### config.mk
export PLATFORM = sky130hd
export DESIGN_NAME = mips_memory_stage_align_and_exception_unit
export DESIGN_NICKNAME = d
export VERILOG_FILES = /design/src/rtl/core/memstg_pkg.sv /design/src/rtl/core/memstg_align.sv /design/src/rtl/core/memstg_except.sv /design/src/rtl/core/mips_memory_stage_align_and_exception_unit.sv
export SDC_FILE = /design/constraint.sdc
export NUM_CORES = 1
export LEC_CHECK = 0
export ABC_AREA = 1
export BUFFER_PORTS_ARGS = -buffer_cell sky130_fd_sc_hd__buf_2
export CORE_UTILIZATION = 30
export DETAILED_ROUTE_END_ITERATION = 12
export GPL_TIMING_DRIVEN = 0
export RECOVER_POWER = 25
export SLEW_MARGIN = 20
export SYNTH_ARGS = -nofsm -noshare
export SYNTH_HDL_FRONTEND = slang
export SYNTH_SLANG_ARGS = --single-unit
### constraint.sdc
create_clock -name clk -period 5.9 [get_ports clk]
set_input_delay 1.18 -clock clk [delete_from_list [all_inputs] [get_ports clk]]
set_output_delay 1.18 -clock clk [all_outputs]
set_load 0.03 [all_outputs]
### src/rtl/core/memstg_pkg.sv
// Shared types and constants for the memory stage: operation codes, cop0
// register numbers, exception codes, fault flag bit indices and the access flag bundle.
// No dependencies.
package memstg_pkg;

    localparam logic [3:0] OP_NONE = 4'd0;
    localparam logic [3:0] OP_LB   = 4'd1;
    localparam logic [3:0] OP_LBU  = 4'd2;
    localparam logic [3:0] OP_LH   = 4'd3;
    localparam logic [3:0] OP_LHU  = 4'd4;
    localparam logic [3:0] OP_LW   = 4'd5;
    localparam logic [3:0] OP_SB   = 4'd6;
    localparam logic [3:0] OP_SH   = 4'd7;
    localparam logic [3:0] OP_SW   = 4'd8;
    localparam logic [3:0] OP_MTC0 = 4'd9;
    localparam logic [3:0] OP_RFE  = 4'd10;

    localparam logic [4:0] CP0_STATUS = 5'd12;
    localparam logic [4:0] CP0_CAUSE  = 5'd13;

    localparam logic [3:0] EXC_INT  = 4'h0;
    localparam logic [3:0] EXC_ADEL = 4'h4;
    localparam logic [3:0] EXC_ADES = 4'h5;
    localparam logic [3:0] EXC_IBE  = 4'h6;
    localparam logic [3:0] EXC_DBE  = 4'h7;
    localparam logic [3:0] EXC_SYS  = 4'h8;
    localparam logic [3:0] EXC_BP   = 4'h9;
    localparam logic [3:0] EXC_RI   = 4'hA;
    localparam logic [3:0] EXC_CPU  = 4'hB;
    localparam logic [3:0] EXC_OV   = 4'hC;

    localparam int FLT_IF_MISALIGN = 0;
    localparam int FLT_IF_VIOL     = 1;
    localparam int FLT_IF_BUS      = 2;
    localparam int FLT_SYSCALL     = 4;
    localparam int FLT_BREAK       = 5;
    localparam int FLT_ILLEGAL     = 6;
    localparam int FLT_COP         = 7;

    typedef struct packed {
        logic data_access;
        logic is_write;
        logic load_err;
        logic store_err;
    } mem_flags_t;

endpackage

### src/rtl/core/memstg_align.sv
// Byte lane enables, load alignment with extension, and address fault checks.
// Depends on memstg_pkg.
module memstg_align (
    input  logic [3:0]              operation,
    input  logic [31:0]             address,
    input  logic [31:0]             read_data,
    input  logic                    user_mode,
    output logic [3:0]              byte_enables,
    output logic [31:0]             load_data,
    output memstg_pkg::mem_flags_t  flags
);
    import memstg_pkg::*;

    logic        is_load;
    logic        is_store;
    logic        is_byte;
    logic        is_half;
    logic        is_word;
    logic [1:0]  offset;
    logic [31:0] lane_sel;
    logic        misaligned;
    logic        violation;

    assign is_load  = (operation >= OP_LB) && (operation <= OP_LW);
    assign is_store = (operation >= OP_SB) && (operation <= OP_SW);
    assign is_byte  = (operation == OP_LB) || (operation == OP_LBU) || (operation == OP_SB);
    assign is_half  = (operation == OP_LH) || (operation == OP_LHU) || (operation == OP_SH);
    assign is_word  = (operation == OP_LW) || (operation == OP_SW);
    assign offset   = address[1:0];

    always_comb
    begin
        priority if (is_byte)
        begin
            byte_enables = 4'b0001 << offset;
        end
        else if (is_half)
        begin
            byte_enables = (offset == 2'd0) ? 4'b0011 :
                           (offset == 2'd2) ? 4'b1100 : 4'b0000;
        end
        else if (is_word && (offset == 2'd0))
        begin
            byte_enables = 4'b1111;
        end
        else
        begin
            byte_enables = 4'b0000;
        end
    end

    always_comb
    begin
        priority if (byte_enables[0])
        begin
            lane_sel = read_data;
        end
        else if (byte_enables[1])
        begin
            lane_sel = {8'b0, read_data[31:8]};
        end
        else if (byte_enables[2])
        begin
            lane_sel = {16'b0, read_data[31:16]};
        end
        else
        begin
            lane_sel = {24'b0, read_data[31:24]};
        end
    end

    always_comb
    begin
        priority if (operation == OP_LW)
        begin
            load_data = lane_sel;
        end
        else if ((operation == OP_LB) || (operation == OP_LBU))
        begin
            load_data = {{24{(operation == OP_LB) && lane_sel[7]}}, lane_sel[7:0]};
        end
        else if ((operation == OP_LH) || (operation == OP_LHU))
        begin
            load_data = {{16{(operation == OP_LH) && lane_sel[15]}}, lane_sel[15:0]};
        end
        else
        begin
            load_data = address;
        end
    end

    assign misaligned = (is_word && (offset != 2'd0)) || (is_half && offset[0]);
    assign violation  = user_mode && address[31];

    assign flags.data_access = is_load || is_store;
    assign flags.is_write    = is_store;
    assign flags.load_err    = is_load && (misaligned || violation);
    assign flags.store_err   = is_store && (misaligned || violation);

endmodule

### src/rtl/core/memstg_except.sv
// Exception code priority, cause word composition and cop0 write strobes.
// Depends on memstg_pkg.
module memstg_except (
    input  logic [3:0]              operation,
    input  logic [31:0]             address,
    input  logic [4:0]              cop0_register,
    input  logic [7:0]              fault_flags,
    input  logic                    interrupt_request,
    input  logic                    data_bus_error,
    input  logic [5:0]              hw_interrupts,
    input  logic [31:0]             cause_current,
    input  logic                    in_delay_slot,
    input  memstg_pkg::mem_flags_t  flags,
    output logic                    address_error,
    output logic                    exception_request,
    output logic [31:0]             cause_word,
    output logic [31:0]             cause_write_value,
    output logic                    write_cause,
    output logic                    write_status
);
    import memstg_pkg::*;

    logic [3:0] exc_code;

    always_comb
    begin
        priority if (interrupt_request)
        begin
            exc_code = EXC_INT;
        end
        else if (flags.load_err || fault_flags[FLT_IF_MISALIGN] || fault_flags[FLT_IF_VIOL])
        begin
            exc_code = EXC_ADEL;
        end
        else if (flags.store_err)
        begin
            exc_code = EXC_ADES;
        end
        else if (fault_flags[FLT_IF_BUS])
        begin
            exc_code = EXC_IBE;
        end
        else if (data_bus_error)
        begin
            exc_code = EXC_DBE;
        end
        else if (fault_flags[FLT_SYSCALL])
        begin
            exc_code = EXC_SYS;
        end
        else if (fault_flags[FLT_BREAK])
        begin
            exc_code = EXC_BP;
        end
        else if (fault_flags[FLT_ILLEGAL])
        begin
            exc_code = EXC_RI;
        end
        else if (fault_flags[FLT_COP])
        begin
            exc_code = EXC_CPU;
        end
        else
        begin
            exc_code = EXC_OV;
        end
    end

    assign address_error     = flags.load_err || flags.store_err;
    assign exception_request = (fault_flags != 8'd0) || address_error || data_bus_error;

    assign cause_word = {in_delay_slot, 15'b0, hw_interrupts, cause_current[9:8],
                         2'b0, exc_code, 2'b0};

    assign cause_write_value = {cause_current[31:16], hw_interrupts, address[9:8],
                                cause_current[7:0]};

    assign write_cause  = (operation == OP_MTC0) && (cop0_register == CP0_CAUSE);
    assign write_status = (operation == OP_RFE) ||
                          ((operation == OP_MTC0) && (cop0_register == CP0_STATUS));

endmodule

### src/rtl/core/mips_memory_stage_align_and_exception_unit.sv
// Memory stage top level: input register, alignment and exception logic,
// result register. Depends on memstg_pkg, memstg_align, memstg_except.
// Throughput: one beat per cycle unless the output stalls; the input and
// result registers form a two-entry pipeline, so input stalls only when
// both hold beats and the output is stalled. Reset empties both
// registers (valids clear).
module mips_memory_stage_align_and_exception_unit (
    input  logic        clk,
    input  logic        rst_n,
    input  logic        req_valid,
    output logic        req_stall,
    input  logic [3:0]  operation,
    input  logic [31:0] address,
    input  logic [31:0] read_data,
    input  logic        user_mode,
    input  logic [4:0]  cop0_register,
    input  logic [7:0]  fault_flags,
    input  logic        interrupt_request,
    input  logic        data_bus_error,
    input  logic [5:0]  hw_interrupts,
    input  logic [31:0] cause_current,
    input  logic        in_delay_slot,
    output logic        rsp_valid,
    input  logic        rsp_stall,
    output logic [3:0]  byte_enables,
    output logic [31:0] load_data,
    output logic        data_access,
    output logic        is_write,
    output logic        address_error,
    output logic        exception_request,
    output logic [31:0] cause_word,
    output logic [31:0] cause_write_value,
    output logic        write_cause,
    output logic        write_status
);
    import memstg_pkg::*;

    logic        in_valid_reg;
    logic        in_valid_next;
    logic        res_valid_reg;
    logic        res_valid_next;
    logic        res_load;
    logic        in_load;

    logic [3:0]  operation_reg;
    logic [31:0] address_reg;
    logic [31:0] read_data_reg;
    logic        user_mode_reg;
    logic [4:0]  cop0_register_reg;
    logic [7:0]  fault_flags_reg;
    logic        interrupt_request_reg;
    logic        data_bus_error_reg;
    logic [5:0]  hw_interrupts_reg;
    logic [31:0] cause_current_reg;
    logic        in_delay_slot_reg;

    mem_flags_t  acc_flags;
    logic [3:0]  be_c;
    logic [31:0] load_data_c;
    logic        address_error_c;
    logic        exception_request_c;
    logic [31:0] cause_word_c;
    logic [31:0] cause_write_value_c;
    logic        write_cause_c;
    logic        write_status_c;

    logic [3:0]  byte_enables_reg;
    logic [31:0] load_data_reg;
    logic        data_access_reg;
    logic        is_write_reg;
    logic        address_error_reg;
    logic        exception_request_reg;
    logic [31:0] cause_word_reg;
    logic [31:0] cause_write_value_reg;
    logic        write_cause_reg;
    logic        write_status_reg;

    assign res_load  = !res_valid_reg || !rsp_stall;
    assign in_load   = !in_valid_reg || res_load;
    assign req_stall = !in_load;

    assign in_valid_next  = in_load ? req_valid : in_valid_reg;
    assign res_valid_next = res_load ? in_valid_reg : res_valid_reg;

    always_ff @(posedge clk or negedge rst_n)
    begin
        if (!rst_n)
        begin
            in_valid_reg  <= 1'b0;
            res_valid_reg <= 1'b0;
        end
        else
        begin
            in_valid_reg  <= in_valid_next;
            res_valid_reg <= res_valid_next;
        end
    end

    // capture the incoming beat
    always_ff @(posedge clk)
    begin
        if (in_load && req_valid)
        begin
            operation_reg         <= operation;
            address_reg           <= address;
            read_data_reg         <= read_data;
            user_mode_reg         <= user_mode;
            cop0_register_reg     <= cop0_register;
            fault_flags_reg       <= fault_flags;
            interrupt_request_reg <= interrupt_request;
            data_bus_error_reg    <= data_bus_error;
            hw_interrupts_reg     <= hw_interrupts;
            cause_current_reg     <= cause_current;
            in_delay_slot_reg     <= in_delay_slot;
        end
    end

    memstg_align u_align (
        .operation    (operation_reg),
        .address      (address_reg),
        .read_data    (read_data_reg),
        .user_mode    (user_mode_reg),
        .byte_enables (be_c),
        .load_data    (load_data_c),
        .flags        (acc_flags)
    );

    memstg_except u_except (
        .operation         (operation_reg),
        .address           (address_reg),
        .cop0_register     (cop0_register_reg),
        .fault_flags       (fault_flags_reg),
        .interrupt_request (interrupt_request_reg),
        .data_bus_error    (data_bus_error_reg),
        .hw_interrupts     (hw_interrupts_reg),
        .cause_current     (cause_current_reg),
        .in_delay_slot     (in_delay_slot_reg),
        .flags             (acc_flags),
        .address_error     (address_error_c),
        .exception_request (exception_request_c),
        .cause_word        (cause_word_c),
        .cause_write_value (cause_write_value_c),
        .write_cause       (write_cause_c),
        .write_status      (write_status_c)
    );

    // advance the result beat; hold while stalled
    always_ff @(posedge clk)
    begin
        if (res_load && in_valid_reg)
        begin
            byte_enables_reg      <= be_c;
            load_data_reg         <= load_data_c;
            data_access_reg       <= acc_flags.data_access;
            is_write_reg          <= acc_flags.is_write;
            address_error_reg     <= address_error_c;
            exception_request_reg <= exception_request_c;
            cause_word_reg        <= cause_word_c;
            cause_write_value_reg <= cause_write_value_c;
            write_cause_reg       <= write_cause_c;
            write_status_reg      <= write_status_c;
        end
    end

    assign rsp_valid         = res_valid_reg;
    assign byte_enables      = byte_enables_reg;
    assign load_data         = load_data_reg;
    assign data_access       = data_access_reg;
    assign is_write          = is_write_reg;
    assign address_error     = address_error_reg;
    assign exception_request = exception_request_reg;
    assign cause_word        = cause_word_reg;
    assign cause_write_value = cause_write_value_reg;
    assign write_cause       = write_cause_reg;
    assign write_status      = write_status_reg;

endmodule

Yosys cells after proc, flatten, opt, wreduce, memory -nomap -nowiden
Cells that the tools add are included.

word-level totals
  latch bits = 0
  RAM bits = 0
  memories = 0
  register bits = 212
  output and inout bits = 108
  ROM bits = 0
  word-level logic and storage cells = 104

operators by class
  order comparisons = 4
  reduce and logical (&&, ||, !) cells = 40
  bitwise logic cells = 0
  shift-type cells = 1
  add/sub/neg operators = 0
  multiplexer cells = 19
  div/mod/pow operators = 0
  multipliers = 0
  equality and inequality tests = 13

operators by type and width
  kind                 number
  $mux 32              5
  $mux 4               8
  $eq 4x3->1 const B   4
  $logic_or 1x1->1     16
  $mux 16              1
  $mux 3               5
  $logic_and 1x1->1    14
  $eq 4x4->1 const B   3
  $eq 5x4->1 const B   2
  $eq 4x2->1 const B   2
  $reduce_bool 8->1    1
  $reduce_or 5->1      1
  $eq 4x1->1 const B   1
  $ge 4x1->1 const B   1
  $ge 4x3->1 const B   1
  $le 4x3->1 const B   1
  $le 4x4->1 const B   1
  $logic_not 1->1      4
  $shl 1x2->4 const A  1
  $reduce_or 3->1      1
  $eq 2x2->1 const B   1
  $logic_not 2->1      1
  $reduce_bool 2->1    1
  $reduce_or 2->1      1

Depth between registers and ports, before layout
  depth after elaboration = 13
  mapped depth = 16

Hierarchy
From an unflattened synthesis, not the netlist that was laid out.

unflattened totals
  cell total of the unflattened synthesis = 654
  area, all modules = 9,210.1 sq um

by module, submodules not included
  module                                      cells each  sequential area each (sq um)  area each (sq um)  times used
  mips_memory_stage_align_and_exception_unit  241         6,926.6                       6,971.7            1
  memstg_align                                310         0.0                           1,559.0            1
  memstg_except                               103         0.0                           679.4              1

Worst setup path after synthesis
Ideal clock, no wire load.

  path type = input to register
  start point = in rsp_stall
  end point = reg address_error_reg (netlist: address_error), enable pin
  setup slack = 0.335 ns
  cell stages on the path = 1
  buffers on the path = 0
  arrival time = 5.018 ns
  path through = a21oi_1

on the way
  cells in the longest elaborated chain, start to end = 3

RTL lines
  what                    RTL line                                           source
  start: declaration      mips_memory_stage_align_and_exception_unit.sv:24   input logic rsp_stall,
  $logic_not 1->1         mips_memory_stage_align_and_exception_unit.sv:78   assign res_load = !res_valid_reg || !rsp_stall;
  $logic_or 1x1->1        mips_memory_stage_align_and_exception_unit.sv:78
  $logic_and 1x1->1       mips_memory_stage_align_and_exception_unit.sv:150  if (res_load && in_valid_reg)
  end signal: assignment  mips_memory_stage_align_and_exception_unit.sv:156  address_error_reg <= address_error_c;
  end: declaration        mips_memory_stage_align_and_exception_unit.sv:71   logic address_error_reg;

Every way passes these cells.
A chain may end at the register's enable or synchronous reset.

Worst setup path in the final report
  start point = in rsp_stall
  end point = out req_stall

on the way
  cells in the longest elaborated chain, start to end = 4

RTL lines
  what              RTL line                                          source
  $logic_not 1->1   mips_memory_stage_align_and_exception_unit.sv:78
  $logic_or 1x1->1  mips_memory_stage_align_and_exception_unit.sv:78
  $logic_or 1x1->1  mips_memory_stage_align_and_exception_unit.sv:79  assign in_load = !in_valid_reg || res_load;
  $logic_not 1->1   mips_memory_stage_align_and_exception_unit.sv:80  assign req_stall = !in_load;
  end: declaration  mips_memory_stage_align_and_exception_unit.sv:11  output logic req_stall,

Every way passes these cells.

==> impl_metrics.yaml <==
status:
  outcome: "finished clean"
global_route:
  grt_pass1_vias: 4612
  antenna_found_initial: 2
  grt_max_degree: 78
  track_usage_pct: 13.5
  grt_pass1_wl_mm: 25.9
  grt_overflow: 0
layout:
  syn_to_final_growth_pct: 29.4
  fin_util_pct: 39.7
  drive_gt1_share_pct: 35.0
  fillers: 2410
  final_nets: 954
routing:
  final_antenna_net_count: 0
  via_per_inst: 4.17
  wl_per_cell_um: 14.9
  drt_iter0_markers: 313
  wl_mm: 17.4
  first_pass_iters: 4
  vias: 4882
  drc: 0
setup_path:
  crit_path_frequent_cell: "buf_2"
  crit_type: "in -> out"
  arrival_ns: 1.68
  crit_path_end_kind: "output pin"
  cp_cell_sequence: "buf_2 > nand2_1 > nor2_1 > buf_2"
  crit_fanout: 2
  r2r_start: "operation_reg[1]$_DFFE_PP_"
  crit_buf_inv: 2
  start_kind: "primary input"
  crit_start: "rsp_stall"
  critPathTopFamily: "buffers and inverters"
  worst_path_max_delay_cell: "buf_2"
  cp.required_ns: 4.72
  max_stage_delay_ns: 0.21
sta:
  finalSetupTns_ns: 0
  whs_ns: 0.421
  fmax_mhz: 350
  setup_viol: 0
  fin_crit_sh_pct: 48.5
  tightest_slew_ns: 0.658
  relSlewSlack_pct: 56.1
  skew_ns: 0.0186
  maxSlewViolCount: 0
  rsz0062_at_grt: "false"
  hold_violations: 0
  fin_crit_ns: 2.86
worst_hold_path:
  hold_path.class: "reg -> reg"
  min_from: "cause_current_reg[7]$_DFFE_PP_"
cts:
  clock_latency_ns: 0.44
  path_clk_slew_ns: 0.07
  cts_inserted_buffers: 17
  ctsHoldBuffers: 0
  clock_path_buffers: 2
  cts-root-buf: "clkbuf_16"
  cts_tree: "yes"
  numClockSinks: 200
  cts_resized: 0
  cts_max_level: 4
  post_cts.repair.setup_buffers: 0
yosys:
  yosys.area.top_type: "edfxtp_1"
  syn_area_per_cell_um2: 13.5
  synth.area.top_cells: "edfxtp_1 77%, nand2_1 8.1%, buf_4 2.4%"
  ys_types: 32
  async_flop_share_pct: 1.00
  synth_ff_type: "edfxtp_1"
  syn_area_um2: 7750
  synth_warnings: 0
  synth_edf_count: 198
  ys_seq_elements: 200
  yosys.area.top_type_share_pct: 76.7
  synth_common_cells: "198 x edfxtp_1, 167 x nand2_1, 48 x inv_1"
  synthCells: 576
  yosysSeqAreaShare_pct: 77.4
  yosysMostFrequentCell: "edfxtp_1"
floorplanning:
  core.rowCount: 58
  die_w_um: 163
  ios: 235
  start_util_pct: 30.7
  coreArea_um2: 25300
  die-area_um2: 26500
  die_h_um: 163
place:
  port_buffers: 209
  gp_congestion: 0.739
  hpwl_mm: 13.2
run:
  drv_cap: 0
power_and_ir_drop:
  leakagePower_nw: 4.35
  ir_drop_uv: 140
  finalPower_mw: 3.45
  p_per_area_nw_per_um2: 344
-- power by group --
group	internal, mW	switching, mW	leakage (nW)
logic	0.153	0.349	2.13
registers	1.72	0.0406	1.93
clock network	0.610	0.572	0.290
total	2.48	0.961	4.35
-- kinds of logic after synthesis --
logic type | count (synthesis) | share of synthesized area, %
other | 1 | 0.0484
flip-flops | 200 | 77.4
AND/OR/NAND/NOR | 234 | 12.8
AO/OA/AOI/OAI | 46 | 3.65
buffers and inverters | 95 | 6.17
-- cell usage in the layout (no fill, tap or decap), drive strengths merged --
cell type / instances
a31o: 1
and3: 1
nand3: 27
diode: 2
or2: 2
a31oi: 3
a221oi: 2
nand2: 172
nor2: 26
nor4: 1
conb: 19
edfxtp: 198
nor3b: 1
o21ai: 13
clkinvlp: 2
a21oi: 12
clkbuf: 21
inv: 58
dfrtp: 2
o31ai: 1
a22oi: 2
nand3b: 1
buf: 247
clkinv: 12
bufinv: 1
o211ai: 12
nor3: 3
-- final cells by class --
class	count	area, um2	share of cell area (%)
Antenna cell	2	5.00	0.0499
Clock buffer	17	425	4.24
Inverter	58	223	2.22
Tap cell	330	413	4.12
Clock inverter	15	178	1.77
Sequential cell	200	6000	59.8
Buffer	37	260	2.60
Timing Repair Buffer	214	1170	11.7
Multi-Input combinational cell	299	1360	13.5
-- worst register-to-register path, stage by stage, from the launching register on --
cell	delay (ns)
edfxtp_1	0.50
nand2_2	0.16
inv_1	0.08
nand2_2	0.11
nand2_2	0.16
nor2_2	0.15
nand2_1	0.08
nand2_2	0.09
nand2_2	0.10
nand2_1	0.07
nand3_1	0.06
nand2_1	0.09
nand3_2	0.16
buf_6	0.21
nand2_1	0.06
clkinv_1	0.08
nand2_1	0.07
-- layer usage --
layer,global-route usage [%],wire length (um),share of wire [%]
met1,17.4,7700,44
met2,22.1,8360,48
met3,3.77,1180,6.8
met4,3.74,208,1.2
met5,0,0,0
-- worst paths after layout --
path	endpoint	slack, ns	cells after the start
worst max register to register	load_data[23]$_DFFE_PP_	3.56	16
worst max-delay path	req_stall	3.04	4
max in group asynchronous	rsp_valid$_DFFE_PN0P_	5.24	1
min in group asynchronous	in_valid_reg$_DFFE_PN0N_	0.53	1
worst min register to register	cause_write_value[7]$_DFFE_PP_	0.42	0
worst min-delay path	cause_write_value[7]$_DFFE_PP_	0.42	0
-- through the flow --
stage	instances	setup WS, ns	instance area, um2
finish	1172	3.04	10000
global route	1170	3.00	10000
CTS	1170	3.04	10000
detailed placement	1138	3.04	9420
global placement	1133	-1.98	9280
floorplan	594	0.335	7820
Note: power is estimated with default switching activity, not from simulation.
